## config.mk

```make
export PLATFORM = sky130hd
export DESIGN_NAME = int128_arith_unit
export DESIGN_NICKNAME = d
export VERILOG_FILES = /design/src/rtl/i128_pkg.sv /design/src/rtl/i128_cell.sv /design/src/rtl/i128_ctrl.sv /design/src/rtl/int128_arith_unit.sv
export SDC_FILE = /design/constraint.sdc
export NUM_CORES = 2
export LEC_CHECK = 0
export ABC_AREA = 1
export CAP_MARGIN = 20
export CORE_MARGIN = 4
export CORE_UTILIZATION = 25
export CTS_CLUSTER_DIAMETER = 150
export CTS_CLUSTER_SIZE = 24
export DETAILED_ROUTE_END_ITERATION = 6
export DONT_BUFFER_PORTS = 1
export PLACE_DENSITY_LB_ADDON = 0.1
export SLEW_MARGIN = 15
export SYNTH_ARGS = -nofsm -noshare
export SYNTH_HDL_FRONTEND = slang
export SYNTH_SLANG_ARGS = --single-unit
```

## constraint.sdc

```tcl
create_clock -name clk -period 21.6 [get_ports clk]
set_input_delay 1.08 -clock clk [delete_from_list [all_inputs] [get_ports clk]]
set_output_delay 1.08 -clock clk [all_outputs]
set_load 0.01 [all_outputs]
```

## src/rtl/i128_pkg.sv

```systemverilog
`default_nettype none
package i128_pkg;
  localparam int unsigned WordW = 128;
  localparam int unsigned HalfW = 64;
  localparam int unsigned SliceW = 16;
  localparam int unsigned NumSlices = WordW / SliceW;
  localparam int unsigned CntW = $clog2(WordW + 1);

  typedef enum logic [1:0] {
    OP_ADD = 2'd0,
    OP_SUB = 2'd1,
    OP_MUL = 2'd2,
    OP_DIV = 2'd3
  } op_t;

  typedef enum logic [2:0] {
    ST_IDLE,
    ST_PREP,
    ST_ITER,
    ST_FIX,
    ST_OUT
  } state_t;

  // control from the sequencer to every cell
  typedef struct packed {
    logic load;
    logic mul_step;
    logic div_step;
  } cell_ctrl_t;
endpackage
`default_nettype wire

```

## src/rtl/i128_cell.sv

```systemverilog
`default_nettype none
// one 16-bit slice of the accumulator/remainder, operand and shift registers
module i128_cell (
  input  wire logic                         clk,
  input  wire i128_pkg::cell_ctrl_t         ctrl,
  input  wire logic [i128_pkg::SliceW-1:0]  load_x,
  input  wire logic [i128_pkg::SliceW-1:0]  load_y,
  input  wire logic                         add_en,
  input  wire logic                         carry_in,
  output logic                              carry_out,
  input  wire logic                         x_shin,
  output logic                              x_shout,
  input  wire logic                         r_shin,
  output logic                              r_shout,
  output logic [i128_pkg::SliceW-1:0]       acc_q,
  output logic [i128_pkg::SliceW-1:0]       x_q
);
  import i128_pkg::*;

  logic [SliceW-1:0] acc;
  logic [SliceW-1:0] x;
  logic [SliceW-1:0] y;
  logic [SliceW-1:0] acc_sh;
  logic [SliceW-1:0] addend;
  logic [SliceW:0]   sum;

  // divide: remainder shifts left taking the next dividend bit, then adds -den when add_en is set
  // multiply: accumulator adds the shifted multiplicand held in x when add_en is set
  assign acc_sh = ctrl.div_step ? {acc[SliceW-2:0], r_shin} : acc;
  assign addend = ctrl.div_step ? ~y : x;
  assign sum = {1'b0, acc_sh} + {1'b0, addend} + {{SliceW{1'b0}}, carry_in};
  assign carry_out = sum[SliceW];
  assign r_shout = acc[SliceW-1];
  assign x_shout = x[SliceW-1];
  assign acc_q = acc;
  assign x_q = x;

  always_ff @(posedge clk) begin
    if (ctrl.load) begin
      acc <= '0;
      x <= load_x;
      y <= load_y;
    end else if (ctrl.mul_step) begin
      if (add_en) acc <= sum[SliceW-1:0];
      x <= {x[SliceW-2:0], x_shin};
    end else if (ctrl.div_step) begin
      acc <= add_en ? sum[SliceW-1:0] : acc_sh;
      x <= {x[SliceW-2:0], x_shin};
    end
  end
endmodule
`default_nettype wire

```

## src/rtl/i128_ctrl.sv

```systemverilog
`default_nettype none
module i128_ctrl (
  input  wire logic                  clk,
  input  wire logic                  rst,
  input  wire logic                  in_fire,
  input  wire logic                  out_fire,
  input  wire logic                  is_mul,
  input  wire logic                  trivial,
  output i128_pkg::state_t           state,
  output i128_pkg::cell_ctrl_t       ctrl,
  output logic [i128_pkg::CntW-1:0]  step
);
  import i128_pkg::*;

  state_t state_next;
  logic [CntW-1:0] step_next;

  always_comb begin
    state_next = state;
    step_next = step;
    case (state)
      ST_IDLE: if (in_fire) state_next = ST_PREP;
      ST_PREP: begin
        step_next = '0;
        state_next = trivial ? ST_FIX : ST_ITER;
      end
      ST_ITER: begin
        step_next = step + 1'b1;
        if (step == CntW'(WordW - 1)) state_next = ST_FIX;
      end
      ST_FIX: state_next = ST_OUT;
      ST_OUT: if (out_fire) state_next = ST_IDLE;
      default: state_next = ST_IDLE;
    endcase
  end

  always_comb begin
    ctrl = '0;
    case (state)
      ST_PREP: ctrl.load = 1'b1;
      ST_ITER: begin
        ctrl.mul_step = is_mul;
        ctrl.div_step = !is_mul;
      end
      default: ctrl = '0;
    endcase
  end

  always_ff @(posedge clk) begin
    if (rst) begin
      state <= ST_IDLE;
      step <= '0;
    end else begin
      state <= state_next;
      step <= step_next;
    end
  end
endmodule
`default_nettype wire

```

## src/rtl/int128_arith_unit.sv

```systemverilog
// signed 128-bit arithmetic unit: add, subtract, multiply, divide
// s_axis: tdata carries operation, a_high, a_low, b_high, b_low; one transfer
// per item. m_axis: tdata carries result_high, result_low, divide_by_zero,
// a_less_than_b, a_equals_b; exactly one transfer per input transfer.
// one item is worked at a time; s_axis_tready is high only while idle.
// add and subtract go from input transfer through the load and fix-up states to
// output valid, as does divide by zero. multiply and divide step a chain of eight
// 16-bit cells one operand bit a cycle, with a ripple carry through the chain,
// plus operand load before and sign fix-up after.
// the result is held in an output register until m_axis_tready takes it,
// and the next item can be accepted in the cycle after that transfer.
// synchronous reset returns the sequencer to idle and drops m_axis_tvalid;
// an item in progress is lost.
`default_nettype none
module int128_arith_unit (
  input  wire logic         clk,
  input  wire logic         rst,
  input  wire logic         s_axis_tvalid,
  output logic              s_axis_tready,
  // operation[1:0], a_high[65:2], a_low[129:66], b_high[193:130], b_low[257:194]
  input  wire logic [263:0] s_axis_tdata,
  output logic              m_axis_tvalid,
  input  wire logic         m_axis_tready,
  // result_high[63:0], result_low[127:64], divide_by_zero[128],
  // a_less_than_b[129], a_equals_b[130]
  output logic [135:0]      m_axis_tdata
);
  import i128_pkg::*;

  state_t state;
  cell_ctrl_t ctrl;
  logic [CntW-1:0] step;
  logic in_fire, out_fire;

  op_t op;
  logic [WordW-1:0] a, b, ua, ub, mag_x, mag_y, res_mag, res;
  logic neg, dz, lt, eq;
  logic [WordW-1:0] acc_all, x_all;
  logic [NumSlices:0] carry, xsh, rsh;
  logic mul_bit, div_ge;

  assign in_fire = s_axis_tvalid && s_axis_tready;
  assign out_fire = m_axis_tvalid && m_axis_tready;
  assign s_axis_tready = (state == ST_IDLE);
  assign m_axis_tvalid = (state == ST_OUT);

  always_ff @(posedge clk) begin
    if (in_fire) begin
      op <= op_t'(s_axis_tdata[1:0]);
      a <= {s_axis_tdata[65:2], s_axis_tdata[129:66]};
      b <= {s_axis_tdata[193:130], s_axis_tdata[257:194]};
    end
  end

  assign ua = a[WordW-1] ? (~a + 1'b1) : a;
  assign ub = b[WordW-1] ? (~b + 1'b1) : b;

  // multiply: x is the multiplicand shifted left, added when the multiplier bit is set
  // divide: x is the dividend shifted out msb first, y the divisor
  assign mag_x = ua;
  assign mag_y = ub;

  logic [WordW-1:0] mul_b;
  always_ff @(posedge clk) begin
    if (ctrl.load) mul_b <= ub;
    else if (ctrl.mul_step) mul_b <= {1'b0, mul_b[WordW-1:1]};
  end
  assign mul_bit = mul_b[0];

  // divide: carry out of the chain is set when shifted remainder >= divisor
  // (the remainder never exceeds 128 bits since it stays below the divisor)
  assign div_ge = carry[NumSlices] || rsh[NumSlices];
  assign carry[0] = (op == OP_DIV);
  assign xsh[0] = 1'b0;
  assign rsh[0] = x_all[WordW-1];

  genvar g;
  generate
    for (g = 0; g < NumSlices; g++) begin : g_cell
      cell_ctrl_t cc;
      assign cc = ctrl;
      i128_cell u_cell (
        .clk(clk),
        .ctrl(cc),
        .load_x(mag_x[g*SliceW +: SliceW]),
        .load_y(op == OP_MUL ? {SliceW{1'b0}} : mag_y[g*SliceW +: SliceW]),
        .add_en(op == OP_MUL ? mul_bit : div_ge),
        .carry_in(carry[g]),
        .carry_out(carry[g+1]),
        .x_shin(xsh[g]),
        .x_shout(xsh[g+1]),
        .r_shin(rsh[g]),
        .r_shout(rsh[g+1]),
        .acc_q(acc_all[g*SliceW +: SliceW]),
        .x_q(x_all[g*SliceW +: SliceW])
      );
    end
  endgenerate

  // quotient bits shift in from the lsb
  logic [WordW-1:0] quo;
  always_ff @(posedge clk) begin
    if (ctrl.load) quo <= '0;
    else if (ctrl.div_step) quo <= {quo[WordW-2:0], div_ge};
  end

  assign res_mag = (op == OP_MUL) ? acc_all : quo;
  assign neg = a[WordW-1] ^ b[WordW-1];

  always_ff @(posedge clk) begin
    if (state == ST_FIX) begin
      case (op)
        OP_ADD: res <= a + b;
        OP_SUB: res <= a - b;
        default: res <= dz ? '0 : (neg ? (~res_mag + 1'b1) : res_mag);
      endcase
      lt <= $signed(a) < $signed(b);
      eq <= (a == b);
    end
  end

  assign dz = (op == OP_DIV) && (b == '0);

  i128_ctrl u_ctrl (
    .clk(clk),
    .rst(rst),
    .in_fire(in_fire),
    .out_fire(out_fire),
    .is_mul(op == OP_MUL),
    .trivial(op == OP_ADD || op == OP_SUB || dz),
    .state(state),
    .ctrl(ctrl),
    .step(step)
  );

  assign m_axis_tdata = {5'b0, eq, lt, dz, res[HalfW-1:0], res[WordW-1:HalfW]};

`ifndef ASSERT_OFF
  a_no_accept_busy: assert property (@(posedge clk) disable iff (rst)
    (state != ST_IDLE) |-> !s_axis_tready) else $error("accept while busy");
  a_iter_count: assert property (@(posedge clk) disable iff (rst)
    (state == ST_ITER) |-> (step < CntW'(WordW))) else $error("step overrun");
  a_dz_zero: assert property (@(posedge clk) disable iff (rst)
    (m_axis_tvalid && m_axis_tdata[128]) |-> (m_axis_tdata[127:0] == '0))
    else $error("divide by zero result not zero");
`endif
endmodule
`default_nettype wire

```

After elaboration in Yosys (flattened, before gate mapping)
Index checks and enable logic that the tools add are counted.
{"block": "word_totals", "word_cells": 187, "inputBits": 268, "out_inout_bits": 138, "register_bits": 1039}
{"block": "classes", "n_lt_le_gt_ge": 1, "eq_ne": 13, "n_bitwise": 12, "addsub": 22, "reduce_logical": 16, "mux": 89}
{"operator": "16-bit 2-to-1 mux", "count": 72}
{"operator": "128-bit 2-to-1 mux", "count": 7}
{"operator": "128-bit by 1-bit adder with 128-bit output (second input constant)", "count": 3}
{"operator": "128-bit inverter", "count": 3}
{"operator": "128-bit one-hot mux with 2 select lines", "count": 1}
{"operator": "16-bit by 16-bit adder with 17-bit output", "count": 8}
{"operator": "17-bit by 1-bit adder with 17-bit output", "count": 8}
{"operator": "128-bit adder", "count": 1}
{"operator": "128-bit == test", "count": 1}
{"operator": "128-bit zero test", "count": 1}
{"operator": "128-bit less-than comparator", "count": 1}
{"operator": "16-bit inverter", "count": 8}
{"operator": "128-bit subtractor", "count": 1}
{"operator": "8-bit one-hot mux with 2 select lines", "count": 1}
{"operator": "3-bit one-hot mux with 5 select lines", "count": 1}
{"operator": "3-bit 2-to-1 mux", "count": 3}
{"operator": "8-bit by 1-bit adder with 8-bit output (second input constant)", "count": 1}
{"operator": "8-bit by 7-bit == test with 1-bit output (second input constant)", "count": 1}
{"operator": "2-bit by 1-bit != test with 1-bit output (second input constant)", "count": 4}
{"operator": "3-bit by 2-bit == test with 1-bit output (second input constant)", "count": 2}
{"operator": "2-bit nonzero test", "count": 3}
{"operator": "2-bit == test (second input constant)", "count": 2}
{"operator": "3-bit by 1-bit == test with 1-bit output (second input constant)", "count": 1}
{"operator": "3-bit == test (second input constant)", "count": 1}
{"operator": "other kinds (12)", "count": 18}

Longest topological paths before layout
{"block": "depth", "ltp_word": 18, "ltp_mapped": 100, "ltp_nobuf": 94}

Cells and area by module
From an unflattened synthesis, not the netlist that was laid out.
{"block": "unflattened", "cells_unflattened": 14991, "area_unflattened_um2": 92924.1}
{"module": "int128_arith_unit", "n_inst": 1, "seq_area_each_um2": 18057.3, "area_each_um2": 65841.9, "cells_each": 11188}
{"module": "i128_cell at g_cell[0].u_cell ...", "n_inst": 7, "seq_area_each_um2": 1281.2, "area_each_um2": 3306.9, "cells_each": 464}
{"module": "i128_cell at g_cell[7].u_cell", "n_inst": 1, "seq_area_each_um2": 1281.2, "area_each_um2": 3284.4, "cells_each": 460}
{"module": "i128_ctrl", "n_inst": 1, "seq_area_each_um2": 220.2, "area_each_um2": 649.4, "cells_each": 95}

Least setup slack after synthesis
No wires, ideal clock.
{"block": "synth_timing", "kind": "input to register", "start": "input port s_axis_tvalid", "end": "register a[0] (enable)", "stages": 2, "t_required_ns": 20.407, "path_slack_ns": 2.058, "arrival_ns": 18.349, "setup_time_ns": 1.193, "n_path_buf": 0, "path_cell_list": "inv_1 -> nor3_1"}
{"block": "synth_via", "elab_chain_cells": 1}
{"item": "from (decl)", "line": "int128_arith_unit.sv:18", "text": "input wire logic s_axis_tvalid,"}
{"item": "1-bit logical AND", "line": "int128_arith_unit.sv:42", "text": "assign in_fire = s_axis_tvalid && s_axis_tready;"}
{"item": "named net in_fire", "line": "int128_arith_unit.sv:33", "text": "logic in_fire, out_fire;"}
{"item": "to (signal assigned)", "line": "int128_arith_unit.sv:50", "text": "a <= {s_axis_tdata[65:2], s_axis_tdata[129:66]};"}
{"item": "to (decl)", "line": "int128_arith_unit.sv:36", "text": "logic [WordW-1:0] a, b, ua, ub, mag_x, mag_y, res_mag, res;"}
The timed path passes the listed nets, and every way through them passes these cells.
A chain may end at the register's enable or synchronous reset.

Final worst setup path
{"block": "layout_timing", "start": "register u_ctrl.state[1]", "end": "register g_cell[4].u_cell.acc[13]"}
{"block": "layout_via", "elab_chain_cells": 17, "word_cells_on_any_way": 45, "classes_between": "16 x add/sub; 3 x eq/ne; 23 x mux; 3 x reduce/logical"}
{"item": "from (decl)", "line": "i128_ctrl.sv:9", "text": "output i128_pkg::state_t state,"}
{"item": "from (signal assigned)", "line": "i128_ctrl.sv:54", "text": "state <= state_next;"}
{"item": "3-bit by 2-bit == test with 1-bit output", "line": "i128_ctrl.sv:39", "text": "case (state)"}
{"item": "2-bit 2-to-1 mux", "line": "i128_ctrl.sv:39"}
{"item": "16-bit 2-to-1 mux (on tied branches)", "line": "i128_cell.sv:29, i128_cell.sv:30"}
{"item": "16-bit by 16-bit adder with 17-bit output", "line": "i128_cell.sv:31", "text": "assign sum = {1'b0, acc_sh} + {1'b0, addend} + {{SliceW{1'b0}}, carry_in};"}
{"item": "17-bit by 1-bit adder with 17-bit output (8 in a row)", "line": "i128_cell.sv:31"}
{"item": "1-bit logical OR", "line": "int128_arith_unit.sv:72", "text": "assign div_ge = carry[NumSlices] || rsh[NumSlices];"}
{"item": "1-bit 2-to-1 mux", "line": "int128_arith_unit.sv:87", "text": ".add_en(op == OP_MUL ? mul_bit : div_ge),"}
{"item": "16-bit 2-to-1 mux", "line": "i128_cell.sv:47", "text": "acc <= add_en ? sum[SliceW-1:0] : acc_sh;"}
{"item": "16-bit 2-to-1 mux", "line": "i128_cell.sv:46", "text": "end else if (ctrl.div_step) begin"}
{"item": "16-bit 2-to-1 mux", "line": "i128_cell.sv:43", "text": "end else if (ctrl.mul_step) begin"}
{"item": "to (signal assigned)", "line": "i128_cell.sv:44", "text": "if (add_en) acc <= sum[SliceW-1:0];"}
{"item": "to (signal assigned)", "line": "i128_cell.sv:47"}
{"item": "to (decl)", "line": "i128_cell.sv:20", "text": "logic [SliceW-1:0] acc;"}
Several ways; a longest one is shown, not always the timed one. The select of a mux whose other input is x is not followed.

==> impl_metrics.py <==
metrics = {
    "timing": {
        "rsz0062_at_grt": "false",
        "max_freq_ghz": 0.0495,
        "maxSlewHeadroom": 0.148,
        "setup_viol": 0,
        "fin_crit_ps": 20180,
        "setup-tns-final_ps": 0,
        "maxSlewViolCount": 0,
        "hold_viol": 0,
        "worst_slack_ps": 1420,
        "worst_pin_slew_ps": 1280,
        "clock_skew_ps": 57.9,
        "post-route-period-util": 0.934,
    },
    "detailed_routing": {
        "drc": 6,
        "wire_per_inst_microns": 33.7,
        "drt_iter0_drc": 12100,
        "ant_nets": 0,
        "firstDrtPassIters": 7,
        "vias": 99100,
        "drt_wl_total_mm": 646,
        "via_per_inst": 5.17,
    },
    "cells_and_area": {
        "fillers": 41700,
        "post-route-util": 0.272,
        "drive_gt1_frac": 0.0294,
        "final_cell_mix": "4356 x nand2_1, 2203 x inv_1, 1799 x nor2_1",
        "final_common_cell": "nand2_1",
        "areaGrowthSynthToFinish_pct": 8.38,
        "nets": 15000,
    },
    "cts": {
        "ctsResizeCount": 0,
        "cts_hold_buf": 0,
        "numCtsBuffers": 53,
        "cts_root_buf": "clkbuf_16",
        "clkTransAtPathRegs_ps": 130,
        "cts_tree": "done",
        "post-cts-setup-buffers": 0,
        "cts_max_path_buffers": 3,
        "htreeDepth": 2,
        "cts_sinks": 1039,
        "clock_latency_ps": 850,
    },
    "synthesis": {
        "avgSynthCellArea_sq_um": 6.27,
        "ys_ff_latch": 1039,
        "syn_inst": 14500,
        "synth_cell_types": 56,
        "synth_ff_type": "edfxtp_1",
        "synth-edff-count": 772,
        "yosys_warnings": 0,
        "ys_seq_area_frac": 0.314,
        "syn_area_sq_mm": 0.0908,
        "async_flop_share": 0,
    },
    "die": {
        "num_io_pins": 406,
        "rows": 221,
        "start_util": 0.251,
        "core_area_sq_mm": 0.362,
        "die-area_sq_mm": 0.373,
        "fp.dieH_microns": 611,
        "die_w_microns": 611,
    },
    "setup_path": {
        "crit_fanout": 76,
        "slowest_stage": "fa_1",
        "start_kind": "register",
        "crit_path_end_kind": "register",
        "path_class": "reg2reg",
        "critical-path-top-delay-family": "adder cells",
        "critical_path_depth": 93,
        "crit_arrival_ps": 20890,
        "cp_common_cell": "nand2_1",
        "rr_worst_depth": 93,
        "path_buf_inv": 12,
        "required_ps": 22310,
        "cpPeakStageDelay_ps": 710,
    },
    "global_routing": {
        "grt_first_pass_wirelength_mm": 841,
        "grt_overflow": 0,
        "grt_pass1_vias": 91200,
        "track_usage": 0.333,
        "antenna_found_initial": 49,
        "grt_max_degree": 131,
    },
    "power_and_ir_drop": {
        "comb_power_share": 0.608,
        "p_clk_frac": 0.106,
        "powerDensity_mw_per_mm2": 124,
        "pwr-share-seq": 0.286,
        "power.internal_mw": 5.10,
        "peakVddDrop_v": 0.0000816,
        "finalPower_mw": 12.2,
        "switching_power_mw": 7.14,
        "power.share.switching": 0.583,
        "leakage_nw": 43.9,
    },
    "placed_design": {
        "hpwl_mm": 559,
        "place.gp.congestion": 1.06,
        "preCtsSetupSlack_ps": 1260,
        "io_buffers": 0,
    },
    "flow_run": {
        "drv_cap": 0,
    },
    "min_path": {
        "whs_path_depth": 1,
        "hold_path.class": "in2reg",
    },
    "status": {
        "violations": "design-rule violations",
        "status": "finished, violations left",
    },
}
==> registers in the layout, indices dropped and copies added (netlist names) <==
signal / flops
a: 128
b: 128
g_cell.u_cell.acc_q: 128
g_cell.u_cell.x_q: 128
g_cell.u_cell.y: 128
mul_b: 128
quo: 128
res: 128
u_ctrl.step: 8
u_ctrl.state: 3
op: 2
eq: 1
lt: 1
==> final timing paths <==
kind,from,end,slack (ps)
worst max-delay path,u_ctrl.state[1],g_cell[4].u_cell.acc_q[13],1420
worst min-delay path,rst,u_ctrl.step[1],310
worst max register to register,u_ctrl.state[1],g_cell[4].u_cell.acc_q[13],1420
worst min register to register,quo[88],quo[88],470
==> power groups by stage <==
stage | clock, mW | sequential, mW | combinational (mW)
final | 1.30 | 3.50 | 7.45
after global routing | 1.39 | 3.51 | 7.91
after CTS | 1.33 | 3.50 | 7.30
after detailed placement | 0 | 3.54 | 7.27
after global placement | 0 | 3.54 | 7.32
after floorplan | 0 | 3.20 | 4.05
==> metal layers <==
layer	vias to the layer above	share of wire	global-route usage
li1	46100	-	-
met1	47800	0.42	0.424
met2	4288	0.43	0.513
met3	840	0.071	0.0566
met4	30	0.084	0.226
met5	-	0.00036	0
==> through the flow <==
step                      hold WS, ps  area (sq um)  std cells
final                             307         98400      19200
after global routing              263         98300      19100
after floorplan                   430         90800      14500
after detailed placement          452         96600      19000
after global placement            450         96500      19000
after CTS                         240         98300      19100
==> cell usage after synthesis, types with 21 or more instances <==
cell / instances / area share
nand2_1: 4359 / 0.18
inv_1: 2209 / 0.091
nor2_1: 1802 / 0.074
o21ai_0: 1038 / 0.057
nand3_1: 943 / 0.052
a21oi_1: 873 / 0.048
edfxtp_1: 772 / 0.26
ha_1: 379 / 0.052
clkbuf_1: 362 / 0.015
xor2_1: 310 / 0.030
dfxtp_1: 267 / 0.059
nand4_1: 217 / 0.015
o21ai_1: 181 / 0.010
nor3_1: 114 / 0.0063
a31oi_1: 66 / 0.0045
o21bai_1: 66 / 0.0055
o211ai_1: 50 / 0.0041
buf_2: 45 / 0.0025
and2_1: 41 / 0.0028
nor4_1: 39 / 0.0027
xnor2_1: 38 / 0.0037
nand3b_1: 34 / 0.0028
buf_1: 31 / 0.0013
or2_2: 30 / 0.0021
nor2_2: 28 / 0.0019
a21o_1: 21 / 0.0017
==> final cells by class <==
| class | instances | area [sq um] | share of cell area |
|---|---|---|---|
| Sequential cell | 1039 | 28500 | 0.290 |
| Tap cell | 4794 | 6000 | 0.0610 |
| Timing Repair Buffer | 220 | 1740 | 0.0177 |
| Clock inverter | 13 | 193 | 0.00196 |
| Clock buffer | 85 | 1460 | 0.0148 |
| Antenna cell | 47 | 118 | 0.00120 |
| Multi-Input combinational cell | 10800 | 52000 | 0.528 |
| Inverter | 2221 | 8380 | 0.0851 |
==> worst reg2reg max path, delay by kind of cell, from the launching register on <==
family,cells,cell delay [ps]
and+or+nand+nor,41,4670
AOI/OAI and AO/OA,24,5300
DFF,1,470
adders and majority gates,16,7140
buffers and inverters,12,2500
==> kinds of logic after synthesis <==
| logic type | share of synthesized area |
|---|---|
| buf+inv | 0.115 |
| xor+xnor | 0.0336 |
| fa+ha+maj | 0.0562 |
| simple gates | 0.343 |
| compound gates | 0.138 |
| flops | 0.314 |
| other cells | 0.0000413 |
Note: power is estimated with default switching activity, not from simulation.
